===== src/rtl/core/ptca_pkg.sv =====
// ----------------------------------------------------------------------------
// ptca_pkg
// shared types and codes for the per-track collision alert hysteresis unit
// ----------------------------------------------------------------------------
package ptca_pkg;

  // operation codes of an input request
  localparam logic [1:0] OP_UPDATE = 2'd0;
  localparam logic [1:0] OP_DROP   = 2'd1;
  localparam logic [1:0] OP_CLEAR  = 2'd2;

  // configuration register indexes
  localparam logic [1:0] CFG_RAISE_TTC   = 2'd0;
  localparam logic [1:0] CFG_CLEAR_TTC   = 2'd1;
  localparam logic [1:0] CFG_RAISE_COUNT = 2'd2;

  // reset values of the configuration registers
  localparam logic [15:0] RAISE_TTC_RST   = 16'd512;
  localparam logic [15:0] CLEAR_TTC_RST   = 16'd768;
  localparam logic [7:0]  RAISE_COUNT_RST = 8'd3;

  // input request payload
  typedef struct packed {
    logic [1:0]         op;
    logic signed [15:0] obj_id;
    logic               ttc_ok;
    logic [15:0]        ttc;
  } in_item_t;

  // result payload
  typedef struct packed {
    logic       alert;
    logic       status;
    logic [4:0] tracks_in_use;
  } out_item_t;

  // classified command passed from front to back
  typedef enum logic [1:0] {
    CMD_UPDATE,
    CMD_DROP,
    CMD_CLEAR,
    CMD_NOP
  } cmd_kind_t;

  typedef struct packed {
    cmd_kind_t   kind;
    logic [15:0] id;
    logic        ttc_ok;
    logic [15:0] ttc;
  } cmd_t;

  // configuration seen by the back end
  typedef struct packed {
    logic [15:0] raise_ttc;
    logic [15:0] clear_ttc;
    logic [7:0]  raise_count;
  } cfg_t;

endpackage


===== src/rtl/core/ptca_front.sv =====
// ----------------------------------------------------------------------------
// ptca_front
// accepts input requests, classifies them and queues commands for the back
// ----------------------------------------------------------------------------
module ptca_front
  import ptca_pkg::*;
(
  input  logic     clk,
  input  logic     rst_n,
  input  logic     push,
  output logic     full,
  input  in_item_t in_item,
  output logic     cmd_avail,
  input  logic     cmd_take,
  output cmd_t     cmd_head
);

  cmd_t       q_mem_r [2];
  logic       wr_ptr_r;
  logic       rd_ptr_r;
  logic [1:0] cnt_r;
  cmd_t       cmd_new;
  logic       do_push;
  logic       do_pop;

  // classify the incoming request
  always_comb begin
    cmd_new.id     = in_item.obj_id;
    cmd_new.ttc_ok = in_item.ttc_ok;
    cmd_new.ttc    = in_item.ttc;
    case (in_item.op)
      OP_UPDATE: cmd_new.kind = in_item.obj_id[15] ? CMD_NOP : CMD_UPDATE;
      OP_DROP:   cmd_new.kind = CMD_DROP;
      OP_CLEAR:  cmd_new.kind = CMD_CLEAR;
      default:   cmd_new.kind = CMD_NOP;
    endcase
  end

  assign full      = (cnt_r == 2'd2);
  assign cmd_avail = (cnt_r != 2'd0);
  assign cmd_head  = q_mem_r[rd_ptr_r];
  assign do_push   = push && !full;
  assign do_pop    = cmd_take && cmd_avail;

  // queue pointers and fill level
  always_ff @(posedge clk) begin
    if (!rst_n) begin
      wr_ptr_r <= 1'b0;
      rd_ptr_r <= 1'b0;
      cnt_r    <= 2'd0;
    end else begin
      if (do_push) wr_ptr_r <= ~wr_ptr_r;
      if (do_pop)  rd_ptr_r <= ~rd_ptr_r;
      case ({do_push, do_pop})
        2'b10:   cnt_r <= cnt_r + 2'd1;
        2'b01:   cnt_r <= cnt_r - 2'd1;
        default: cnt_r <= cnt_r;
      endcase
    end
  end

  // queue storage
  always_ff @(posedge clk) begin
    if (do_push) q_mem_r[wr_ptr_r] <= cmd_new;
  end

endmodule


===== src/rtl/core/ptca_rsp_q.sv =====
// ----------------------------------------------------------------------------
// ptca_rsp_q
// two-entry result queue between the back end and the result ports
// ----------------------------------------------------------------------------
module ptca_rsp_q
  import ptca_pkg::*;
(
  input  logic      clk,
  input  logic      rst_n,
  input  logic      rsp_push,
  input  out_item_t rsp_item,
  output logic      rsp_space,
  output logic      empty,
  input  logic      pop,
  output out_item_t out_item
);

  out_item_t  q_mem_r [2];
  logic       wr_ptr_r;
  logic       rd_ptr_r;
  logic [1:0] cnt_r;
  logic       do_push;
  logic       do_pop;

  assign rsp_space = (cnt_r != 2'd2);
  assign empty     = (cnt_r == 2'd0);
  assign out_item  = q_mem_r[rd_ptr_r];
  assign do_push   = rsp_push && rsp_space;
  assign do_pop    = pop && !empty;

  // pointers and fill level
  always_ff @(posedge clk) begin
    if (!rst_n) begin
      wr_ptr_r <= 1'b0;
      rd_ptr_r <= 1'b0;
      cnt_r    <= 2'd0;
    end else begin
      if (do_push) wr_ptr_r <= ~wr_ptr_r;
      if (do_pop)  rd_ptr_r <= ~rd_ptr_r;
      case ({do_push, do_pop})
        2'b10:   cnt_r <= cnt_r + 2'd1;
        2'b01:   cnt_r <= cnt_r - 2'd1;
        default: cnt_r <= cnt_r;
      endcase
    end
  end

  // storage
  always_ff @(posedge clk) begin
    if (do_push) q_mem_r[wr_ptr_r] <= rsp_item;
  end

endmodule


===== src/rtl/core/ptca_back.sv =====
// ----------------------------------------------------------------------------
// ptca_back
// track table and the sequencer that carries out one command at a time
// ----------------------------------------------------------------------------
module ptca_back
  import ptca_pkg::*;
#(
  parameter int MAX_TRACKS = 16
) (
  input  logic      clk,
  input  logic      rst_n,
  input  cfg_t      cfg,
  input  logic      cmd_avail,
  output logic      cmd_take,
  input  cmd_t      cmd_head,
  input  logic      rsp_space,
  output logic      rsp_push,
  output out_item_t rsp_item
);

  localparam int IW = (MAX_TRACKS > 1) ? $clog2(MAX_TRACKS) : 1;
  localparam int CW = $clog2(MAX_TRACKS + 1);

  typedef enum logic [1:0] {
    S_IDLE,
    S_MATCH,
    S_PICK,
    S_EXEC
  } state_t;

  state_t                  state_r;
  cmd_t                    cmd_r;
  logic [MAX_TRACKS-1:0]   valid_r;
  logic [MAX_TRACKS-1:0]   match_r;
  logic [MAX_TRACKS-1:0]   free_r;
  logic                    hit_r;
  logic [IW-1:0]           hit_idx_r;
  logic                    free_any_r;
  logic [IW-1:0]           free_idx_r;
  logic [CW-1:0]           occ_r;
  logic [CW-1:0]           occ_nxt;

  logic [15:0]             id_mem_r    [MAX_TRACKS];
  logic [7:0]              cnt_mem_r   [MAX_TRACKS];
  logic                    alert_mem_r [MAX_TRACKS];

  logic                    hit_nxt;
  logic [IW-1:0]           hit_idx_nxt;
  logic                    free_any_nxt;
  logic [IW-1:0]           free_idx_nxt;
  logic [IW-1:0]           k_idx;
  logic [7:0]              cur_cnt;
  logic                    cur_alert;
  logic [7:0]              new_cnt;
  logic                    new_alert;
  logic [7:0]              inc_cnt;
  logic                    danger;
  logic                    release_alert;
  logic                    upd_write;
  logic [CW+4:0]           occ_ext;

  assign cmd_take = (state_r == S_IDLE) && cmd_avail && rsp_space;
  assign rsp_push = (state_r == S_EXEC);

  // lowest matching and lowest free entry
  always_comb begin
    hit_nxt      = 1'b0;
    hit_idx_nxt  = '0;
    free_any_nxt = 1'b0;
    free_idx_nxt = '0;
    for (int i = MAX_TRACKS - 1; i >= 0; i--) begin
      if (match_r[i]) begin
        hit_nxt     = 1'b1;
        hit_idx_nxt = IW'(i);
      end
      if (free_r[i]) begin
        free_any_nxt = 1'b1;
        free_idx_nxt = IW'(i);
      end
    end
  end

  // hysteresis update of the selected entry
  always_comb begin
    k_idx         = hit_r ? hit_idx_r : free_idx_r;
    cur_cnt       = hit_r ? cnt_mem_r[hit_idx_r] : 8'd0;
    cur_alert     = hit_r ? alert_mem_r[hit_idx_r] : 1'b0;
    danger        = cmd_r.ttc_ok && (cmd_r.ttc <= cfg.raise_ttc);
    release_alert = !cmd_r.ttc_ok || (cmd_r.ttc >= cfg.clear_ttc);
    inc_cnt       = (cur_cnt < cfg.raise_count) ? cur_cnt + 8'd1 : cur_cnt;
    new_cnt       = cur_cnt;
    new_alert     = cur_alert;
    if (cur_alert) begin
      if (release_alert) begin
        new_alert = 1'b0;
        new_cnt   = 8'd0;
      end
    end else if (danger) begin
      new_cnt   = inc_cnt;
      new_alert = (inc_cnt >= cfg.raise_count);
    end else begin
      new_cnt = 8'd0;
    end
  end

  // result and occupancy
  always_comb begin
    occ_nxt   = occ_r;
    upd_write = 1'b0;
    rsp_item  = '0;
    case (cmd_r.kind)
      CMD_UPDATE: begin
        if (hit_r || free_any_r) begin
          upd_write      = 1'b1;
          rsp_item.alert = new_alert;
          if (!hit_r) occ_nxt = occ_r + CW'(1);
        end else begin
          rsp_item.status = 1'b1;
        end
      end
      CMD_DROP: begin
        if (hit_r && (occ_r != '0)) occ_nxt = occ_r - CW'(1);
      end
      CMD_CLEAR: occ_nxt = '0;
      default: occ_nxt = occ_r;
    endcase
    occ_ext                = (CW + 5)'(occ_nxt);
    rsp_item.tracks_in_use = occ_ext[4:0];
  end

  // sequencer and control state
  always_ff @(posedge clk) begin
    if (!rst_n) begin
      state_r    <= S_IDLE;
      valid_r    <= '0;
      occ_r      <= '0;
      hit_r      <= 1'b0;
      free_any_r <= 1'b0;
    end else begin
      case (state_r)
        S_IDLE: begin
          if (cmd_take) begin
            cmd_r   <= cmd_head;
            state_r <= S_MATCH;
          end
        end
        S_MATCH: begin
          for (int i = 0; i < MAX_TRACKS; i++) begin
            match_r[i] <= valid_r[i] && (id_mem_r[i] == cmd_r.id);
            free_r[i]  <= !valid_r[i];
          end
          state_r <= S_PICK;
        end
        S_PICK: begin
          hit_r      <= hit_nxt;
          hit_idx_r  <= hit_idx_nxt;
          free_any_r <= free_any_nxt;
          free_idx_r <= free_idx_nxt;
          state_r    <= S_EXEC;
        end
        S_EXEC: begin
          occ_r <= occ_nxt;
          case (cmd_r.kind)
            CMD_UPDATE: if (upd_write) valid_r[k_idx] <= 1'b1;
            CMD_DROP:   if (hit_r) valid_r[hit_idx_r] <= 1'b0;
            CMD_CLEAR:  valid_r <= '0;
            default:    valid_r <= valid_r;
          endcase
          state_r <= S_IDLE;
        end
        default: state_r <= S_IDLE;
      endcase
    end
  end

  // entry payload
  always_ff @(posedge clk) begin
    if ((state_r == S_EXEC) && upd_write) begin
      id_mem_r[k_idx]    <= cmd_r.id;
      cnt_mem_r[k_idx]   <= new_cnt;
      alert_mem_r[k_idx] <= new_alert;
    end
  end

endmodule


===== src/rtl/core/per_track_collision_alert_hysteresis_unit.sv =====
// ----------------------------------------------------------------------------
// per_track_collision_alert_hysteresis_unit
// per-track collision alert with on/off hysteresis over a table of tracks
// ----------------------------------------------------------------------------
//   channel  | handshake            | payload
//   ---------+----------------------+---------------------------------------
//   input    | push / full          | in_item  (op, obj_id, ttc_ok, ttc)
//   result   | pop / empty          | out_item (alert, status, tracks_in_use)
//   config   | cfg_valid/cfg_ready  | cfg_index, cfg_data
//
// the back sequencer takes each request through these steps: latch, compare all
// entries, pick lowest hit and free entry, update table and post result.
// a two-entry command queue and a two-entry result queue decouple the ends.
// synchronous active-low reset empties the table and loads register defaults.
// a full result queue holds the back end; config writes are always taken.
// ----------------------------------------------------------------------------
module per_track_collision_alert_hysteresis_unit
  import ptca_pkg::*;
#(
  parameter int MAX_TRACKS = 16
) (
  input  logic        clk,
  input  logic        rst_n,
  input  logic        push,
  output logic        full,
  input  in_item_t    in_item,
  output logic        empty,
  input  logic        pop,
  output out_item_t   out_item,
  input  logic        cfg_valid,
  output logic        cfg_ready,
  input  logic [1:0]  cfg_index,
  input  logic [15:0] cfg_data
);

  cfg_t      cfg_r;
  logic      cmd_avail;
  logic      cmd_take;
  cmd_t      cmd_head;
  logic      rsp_space;
  logic      rsp_push;
  out_item_t rsp_item;

  assign cfg_ready = 1'b1;

  // configuration registers
  always_ff @(posedge clk) begin
    if (!rst_n) begin
      cfg_r.raise_ttc   <= RAISE_TTC_RST;
      cfg_r.clear_ttc   <= CLEAR_TTC_RST;
      cfg_r.raise_count <= RAISE_COUNT_RST;
    end else if (cfg_valid && cfg_ready) begin
      case (cfg_index)
        CFG_RAISE_TTC:   cfg_r.raise_ttc   <= cfg_data;
        CFG_CLEAR_TTC:   cfg_r.clear_ttc   <= cfg_data;
        CFG_RAISE_COUNT: cfg_r.raise_count <= cfg_data[7:0];
        default:         cfg_r <= cfg_r;
      endcase
    end
  end

  // front: accept and classify
  ptca_front u_front (
    .clk       (clk),
    .rst_n     (rst_n),
    .push      (push),
    .full      (full),
    .in_item   (in_item),
    .cmd_avail (cmd_avail),
    .cmd_take  (cmd_take),
    .cmd_head  (cmd_head)
  );

  // back: table and sequencer
  ptca_back #(
    .MAX_TRACKS (MAX_TRACKS)
  ) u_back (
    .clk       (clk),
    .rst_n     (rst_n),
    .cfg       (cfg_r),
    .cmd_avail (cmd_avail),
    .cmd_take  (cmd_take),
    .cmd_head  (cmd_head),
    .rsp_space (rsp_space),
    .rsp_push  (rsp_push),
    .rsp_item  (rsp_item)
  );

  // result queue
  ptca_rsp_q u_rsp_q (
    .clk       (clk),
    .rst_n     (rst_n),
    .rsp_push  (rsp_push),
    .rsp_item  (rsp_item),
    .rsp_space (rsp_space),
    .empty     (empty),
    .pop       (pop),
    .out_item  (out_item)
  );

endmodule

===== config.mk =====
export PLATFORM = sky130hd
export DESIGN_NAME = per_track_collision_alert_hysteresis_unit
export DESIGN_NICKNAME = d
export VERILOG_FILES = /design/src/rtl/core/ptca_pkg.sv /design/src/rtl/core/ptca_front.sv /design/src/rtl/core/ptca_rsp_q.sv /design/src/rtl/core/ptca_back.sv /design/src/rtl/core/per_track_collision_alert_hysteresis_unit.sv
export SDC_FILE = /design/constraint.sdc
export NUM_CORES = 1
export LEC_CHECK = 0
export ABC_AREA = 1
export ABC_CLOCK_PERIOD_IN_PS = 6200
export BUFFER_PORTS_ARGS = -buffer_cell sky130_fd_sc_hd__clkbuf_2
export CAP_MARGIN = 20
export CORE_MARGIN = 3
export CORE_UTILIZATION = 40
export DETAILED_ROUTE_END_ITERATION = 12
export RECOVER_POWER = 100
export SLEW_MARGIN = 15
export SYNTH_ARGS = -nofsm -noshare
export SYNTH_HDL_FRONTEND = slang
export SYNTH_SLANG_ARGS = --single-unit

===== constraint.sdc =====
create_clock -name clk -period 6.2 [get_ports clk]
set_input_delay 0.62 -clock clk [delete_from_list [all_inputs] [get_ports clk]]
set_output_delay 0.62 -clock clk [all_outputs]
set_load 0.1 [all_outputs]

After elaboration in Yosys (flattened, before gate mapping)
Memories as Yosys holds them, arrays and structs flattened. A register that Yosys moved wholly into a read port is not among the register bits.
Index checks and enable logic that the tools add are counted.
{"block": "word_totals", "reg_bits": 113, "ramBits": 484, "in_bits": 58, "output_inout_bits": 10, "wordCells": 258, "memories": 5}
{"block": "classes", "addsub": 7, "order_cmp": 8, "n_eq_ne": 34, "muxes": 102, "bitwise": 7, "reduce_logical": 71}
{"name": "u_back.id_mem_r", "depth": 16, "width": 16, "read_ports": 16, "rd_clocked_by_memory_dff": 0, "wr": 1, "line": "ptca_back.sv:43", "rtl": "logic [15:0] id_mem_r [MAX_TRACKS];"}
{"name": "u_back.cnt_mem_r", "depth": 16, "width": 8, "read_ports": 1, "rd_clocked_by_memory_dff": 0, "wr": 1, "line": "ptca_back.sv:44", "rtl": "logic [7:0] cnt_mem_r [MAX_TRACKS];"}
{"name": "u_front.q_mem_r", "depth": 2, "width": 35, "read_ports": 1, "rd_clocked_by_memory_dff": 1, "wr": 1, "line": "ptca_front.sv:18", "rtl": "cmd_t q_mem_r [2];"}
{"name": "u_back.alert_mem_r", "depth": 16, "width": 1, "read_ports": 1, "rd_clocked_by_memory_dff": 0, "wr": 1, "line": "ptca_back.sv:45", "rtl": "logic alert_mem_r [MAX_TRACKS];"}
{"name": "u_rsp_q.q_mem_r", "depth": 2, "width": 7, "read_ports": 1, "rd_clocked_by_memory_dff": 1, "wr": 1, "line": "ptca_rsp_q.sv:18", "rtl": "out_item_t q_mem_r [2];"}
{"operator": "equality test 16 bit", "n": 16}
{"operator": "two-way mux 4 bit", "n": 17}
{"operator": "two-way mux 1 bit", "n": 52}
{"operator": "case mux 16 bit (3 select lines)", "n": 1}
{"operator": "two-way mux 8 bit", "n": 5}
{"operator": "two-way mux 16 bit", "n": 2}
{"operator": "logical AND 1 bit", "n": 27}
{"operator": "two-way mux 3 bit", "n": 8}
{"operator": "logical NOT 1 bit", "n": 19}
{"operator": "AND 16 bit", "n": 1}
{"operator": "equality test 2 bit (second input constant)", "n": 8}
{"operator": "greater-or-equal comparator 16 bit", "n": 1}
{"operator": "<= comparator 16 bit", "n": 1}
{"operator": "inverter 16 bit", "n": 1}
{"operator": "OR 16 bit", "n": 1}
{"operator": "OR reduction 8 bit", "n": 2}
{"operator": "two-way mux 5 bit", "n": 3}
{"operator": "case mux 5 bit (3 select lines)", "n": 1}
{"operator": "two-way mux 2 bit", "n": 7}
{"operator": "equality test 2 x 1 -> 1 bit (second input constant)", "n": 6}
{"operator": "logical NOT 2 bit", "n": 5}
{"operator": "less-than comparator 4 x 5 -> 1 bit (second input constant)", "n": 2}
{"operator": "AND reduction 2 bit", "n": 5}
{"operator": "adder 8 x 1 -> 8 bit (second input constant)", "n": 1}
{"operator": "other kinds (22)", "n": 37}

Longest topological paths before layout
{"block": "depth", "word_depth": 16, "depth_mapped": 33, "ltp_nobuf": 30}

Modules after synthesis
A second synthesis with hierarchy kept.
{"block": "unflattened", "hier_cells": 2407, "area_unflattened_um2": 27916.8}
{"mod": "ptca_back", "instances": 1, "cells_each": 1944, "area_each_um2": 22511.6, "seq_area_each_um2": 14764.2}
{"mod": "ptca_front", "instances": 1, "cells_each": 150, "area_each_um2": 2944.1, "seq_area_each_um2": 2202.1}
{"mod": "per_track_collision_alert_hysteresis_unit", "instances": 1, "cells_each": 253, "area_each_um2": 1697.9, "seq_area_each_um2": 800.8}
{"mod": "ptca_rsp_q", "instances": 1, "cells_each": 60, "area_each_um2": 763.2, "seq_area_each_um2": 520.5}

Least setup slack after synthesis
No wires, ideal clock.
{"block": "synth_path", "path_kind": "reg2reg", "start": "register u_back.hit_idx_r[0]", "end": "memory u_rsp_q.q_mem_r[0][6] in the netlist's numbering (data pin)", "setup_time_ps": 259, "t_arrival_ps": 3701, "required_ps": 5941, "path_slack_ps": 2239, "path_stages_with_launch": 27, "n_path_buf": 3, "period_less_slack_ps": 3961, "path_cell_list": "edfxtp_1 -> buf_6 -> inv_8 -> buf_12 -> nor2_4 -> buf_4 -> a22oi_1 -> nand2_1 -> nand2_1 -> nand2_1 -> o21ai_2 -> inv_1 -> ha_1 -> nand2_1 -> nor2_1 -> a211oi_2 -> nand3_1 -> and2_1 -> ha_1 -> a21oi_1 -> o21ai_0 -> nand2_1 -> o2111ai_1 -> nand2_2 -> o21ai_2 -> nand2_1 -> nor2_1"}
{"element": "start, declared", "line": "ptca_back.sv:37", "rtl": "logic [IW-1:0] hit_idx_r;"}
{"element": "start signal, assigned", "line": "ptca_back.sv:156", "rtl": "hit_idx_r <= hit_idx_nxt;"}
{"element": "end, declared", "line": "ptca_rsp_q.sv:18"}

Worst setup path in the final report
{"block": "layout_path", "start": "register u_back.hit_r", "end": "memory u_back.id_mem_r[4][5], enable pin"}
{"block": "layout_between", "elab_chain_len": 6, "word_cells_on_any_way": 7, "cone_classes": "mux: 5; reduce/logical: 2"}
{"element": "start, declared", "line": "ptca_back.sv:36", "rtl": "logic hit_r;"}
{"element": "start signal, assigned", "line": "ptca_back.sv:155", "rtl": "hit_r <= hit_nxt;"}
{"element": "logical OR 1 bit", "line": "ptca_back.sv:113", "rtl": "if (hit_r || free_any_r) begin"}
{"element": "two-way mux 1 bit", "line": "ptca_back.sv:113"}
{"element": "two-way mux 1 bit", "line": "ptca_back.sv:111", "rtl": "case (cmd_r.kind)"}
{"element": "logical AND 1 bit", "line": "ptca_back.sv:178", "rtl": "if ((state_r == S_EXEC) && upd_write) begin"}
{"element": "two-way mux 1 bit", "line": "ptca_back.sv:178"}
{"element": "two-way mux 1 bit (implied by the code)", "line": "ptca_back.sv:179", "rtl": "id_mem_r[k_idx] <= cmd_r.id;"}
{"element": "end, declared", "line": "ptca_back.sv:43"}
Several ways; a longest one is shown, not always the timed one.

==> reports/results.txt <==
The worst hold-check slack is 0.2166 ns. For the aggregate routed wire length, the log shows 67,150 um. The TritonCTS buffer count was 67; the number of storage elements in the synthesis netlist was 633. The root buffer cell chosen for the clock tree is clkbuf_16. On the worst path, the slowest cell contributes a delay of 2.02 ns. The critical path required time is 6.41 ns, and the combined area of all synthesized cells is 27,350 sq um. Detailed routing inserted a total of 18.27k vias. Quantity of I/O buffers inserted on ports: 66. Number of failing setup endpoints in the final timing report: 0. The congestion estimate from routability-driven global placement came to 0.8695. Ranked by total cell area, the synthesized netlist is headed by edfxtp_1 (61%), nand2_1 (7.5%), dfxtp_1 (5.4%). The maximum clock rate came out at 179.6 MHz. The run gives 0 as the count of final hold-check violations. By area, the combinational part of the netlist is dominated by simple AND/OR/NAND/NOR gates. Simple-gate share of the synthesized area: 0.1310. The number of gates resized after CTS was 0. The standby leakage power is 10.93 nW, and the fraction of synthesized area in multiplexers is 0.002883. The run gives 0 as the post-CTS setup buffer count. At the pin with the least slew margin, the transition time is 2.904 ns.

The area of the placeable core was 67,400 sq um. The layout overhead on the synthesized area works out to 11.73%. The tools report the sequential cell fraction of total power as 0.465. The tool flagged a number of max-cap violations equal to 31. Counting flops with a built-in enable in the synthesized netlist gives 559.

The complex-gate fraction of the synthesized area is 0.1010. Clock skew: 0.01935 ns. Sorting the synthesized cells by how often they occur yields edfxtp_1 (559), nand2_1 (545), inv_1 (198), o21ai_0 (148), a21oi_1 (104). The internal portion of the total power is 7.808 mW.

Counting along the longest clock path gives a buffer depth of 3. For this run, the post-layout net count is 2,566. After clock tree synthesis, the clock-pin slew on the worst setup and hold paths is 0.06 ns.

For this run, design rule violations remaining after detail routing come to 0. The cell with the largest stage delay on the worst path is nor3_1. The worst setup path category was flip-flop to flip-flop. The tools report the count of standard-cell rows as 95. Mean routed wirelength per cell: 19.91 um. TritonCTS built the clock tree. The maximum fanout along the worst path was 21. The number of pins exceeding their max-slew limit in the final report was 759; the count of antenna-violating nets left after detailed routing was 0. In this run, post-CTS hold repair placed 0 buffers. The share of the cycle needed by the critical path after routing was 0.8980. The number of levels in the clock H-tree is 3. The average instance in the mapped netlist occupies 11.63 sq um. The area fraction of the dominant cell type after synthesis was 0.6138; the first-pass GRT wire length was 102,800 um. After the first detailed-routing iteration, the DRC count stood at 1,771. The number of different library cells used by synthesis comes to 57.

The share of flip-flops with an asynchronous set or reset after synthesis came out at 0. The critical path arrival was 5.78 ns; the final period demand of the worst path was 5.568 ns. The later pin in the worst-skew pair is clocked with a latency of 0.59 ns. The floorplan step set the die width to 267.5 um.

The xor-xnor portion of the synthesized cell area is 0.02306, and the number of iterations in the first detailed-routing pass is 6. IR analysis of the VDD net gives a maximum drop of 270.3 uV. After legalization and detailed placement, the total HPWL measured 42,210 um. The tools report the total congestion overflow after global routing as 0. The total track usage is 0.1864.

The ratio of cells with drive above 1 in the final layout works out to 0.08403. The via density per instance is 5.417. The signal on the critical path passes through clkbuf_1 > nand2_1 > o21ai_0 > inv_1 > nor2_1 > inv_1 > nor3_1 > clkbuf_1. The run gives 0.194 as the combinational fraction of design power. The floorplan step set the die height to 267.5 um. Among all flip-flop cells after synthesis, the most frequent one is edfxtp_1. The fill cell instance count of the final layout came out at 6,112. The run finished, with violations left.

Count of mapped cells out of synthesis: 2,352. The run gives 0.342 as the clock network fraction of design power. For the initial core utilization, the log shows 0.4058.

The run gives 2,470 as the net count after synthesis. Worst slew margin relative to its limit: -0.9434. The adder-cell share of the synthesized area is 0.02745. For the final routed database, the setup TNS stands at 0 ns. The run gives 17.67k as the via count of the first global-routing pass. The checks that failed: max-capacitance violations, max-slew violations. The largest net degree at the start of global routing is 56. Setup repair after global routing left no endpoint under its margin. The total net switching power came out at 3.279 mW. The floorplan step defined a die boundary enclosing 71,540 sq um.

Power density over the cells: 362.9 nW/um^2. The net switching fraction of the power is 0.2957. The most frequently used cell type in the post-synthesis netlist is edfxtp_1. Yosys printed 0 warnings.

The cell type with the largest total area after synthesis is edfxtp_1. The clock drives 633 sinks. During I/O placement, the number of pins put on the boundary was 68.

The tools report the post-synthesis sequential area ratio as 0.6680. The logs give 1 for the initial antenna violation count and 0.4533 for the utilization of the core after routing. The worst setup path is captured at a flip-flop.

The min-delay analysis places its worst path in the category primary input to flip-flop. The worst setup path is launched from a flip-flop.
[layer usage]
| layer | GRT usage | share of wire |
|---|---|---|
| met1 | 0.2576 | 0.44 |
| met2 | 0.3005 | 0.47 |
| met3 | 0.02839 | 0.069 |
| met4 | 0.06750 | 0.026 |
| met5 | 0 | 0 |
[power groups by stage]
| stage | combinational [mW] | clock (mW) | sequential [mW] |
|---|---|---|---|
| 2_1_floorplan | 1.47 | 0 | 5.24 |
| 3_3_place_gp | 2.14 | 0 | 5.22 |
| 3_5_place_dp | 2.19 | 0 | 5.23 |
| 4_1_cts | 2.20 | 3.88 | 5.14 |
| 5_1_grt | 2.39 | 4.06 | 5.17 |
| 6_report | 2.15 | 3.79 | 5.15 |
[per-stage QoR]
step	instance area (sq um)	cells	power, mW	setup WS [ns]
2_1_floorplan	27350	2352	6.716	2.239
3_3_place_gp	28780	3248	7.364	1.268
3_5_place_dp	28800	3249	7.417	1.211
4_1_cts	30860	3369	11.21	1.162
5_1_grt	30550	3373	11.63	0.3588
6_report	30550	3373	11.09	0.6322
[logic make-up (layout without fill, tap and decap cells)]
| family | Yosys count | count (layout) |
|---|---|---|
| mux | 7 | 7 |
| xor+xnor | 72 | 72 |
| fa+ha+maj | 60 | 60 |
| other cells | 1 | 2 |
| simple gates | 836 | 836 |
| compound gates | 444 | 444 |
| flops | 633 | 633 |
| buf+inv | 299 | 446 |
[cell type report]
cell class	instances	area [sq um]	share of cell area
clock inverter	30	191.4	0.006266
multi-input combinational	1420	7812	0.2557
inverter	206	780.7	0.02555
timing repair buffer	120	538.0	0.01761
tap	873	1092	0.03575
sequential	633	18270	0.5979
antenna	1	2.502	0.00008190
clock buffer	90	1868	0.06114
[worst max-delay path, delay by kind of cell, from the launching register on]
kind                   cells  cell delay (ns)
AND/OR/NAND/NOR            3             2.50
AO/OA/AOI/OAI              1             0.20
flip-flops                 1             0.44
buffers and inverters      4             2.04
[cells in the final DEF (no fill, tap or decap), types with 8 or more instances in the layout]
cell | synthesis | final
xnor2_1 | 17 | 17
nand2_1 | 545 | 545
nor4_1 | 37 | 37
or2_2 | 27 | 27
o22ai_1 | 45 | 45
a221oi_1 | 42 | 42
nor2_1 | 75 | 73
a2111oi_0 | 10 | 10
nor3_1 | 43 | 43
edfxtp_1 | 559 | 559
clkbuf_1 | 59 | 93
clkbuf_16 | 0 | 71
a21oi_1 | 104 | 104
inv_1 | 198 | 199
nand2_2 | 17 | 17
ha_1 | 60 | 60
buf_4 | 5 | 9
nor2_2 | 6 | 8
a22o_1 | 15 | 15
clkinv_1 | 2 | 17
clkinv_2 | 0 | 11
nand3_1 | 68 | 68
a31oi_1 | 16 | 16
o21ai_0 | 148 | 148
a22oi_1 | 14 | 14
dfxtp_1 | 74 | 74
xor2_1 | 55 | 55
clkbuf_2 | 0 | 34
nand4_1 | 12 | 12
[flip-flops by register name (all words and copies together), names as in the netlist, 4 cells and up, named ones only]
register / count
u_back.id_mem_r: 256
u_back.valid_r: 16
cfg_r: 40
u_back.free_r: 16
u_back.cnt_mem_r: 128
u_back.alert_mem_r: 16
u_rsp_q.q_mem_r: 14
u_front.q_mem_r: 70
u_back.free_idx_r: 4
u_back.hit_idx_r: 4
u_back.cmd_r: 35
u_back.match_r: 16
u_back.occ_r: 5
[path summary, 6_finish.rpt]
kind,startpoint,slack [ns],depth (start not counted),endpoint
worst min register to register,u_rsp_q.rd_ptr_r,0.46,1,u_rsp_q.rd_ptr_r
worst min-delay path,in_item[20],0.22,1,u_front.q_mem_r[1][20]
worst max-delay path,u_back.hit_r,0.63,8,u_back.id_mem_r[4][5]
worst max register to register,u_back.hit_r,0.63,8,u_back.id_mem_r[4][5]
No activity file was read; power rests on OpenSTA's default activity.
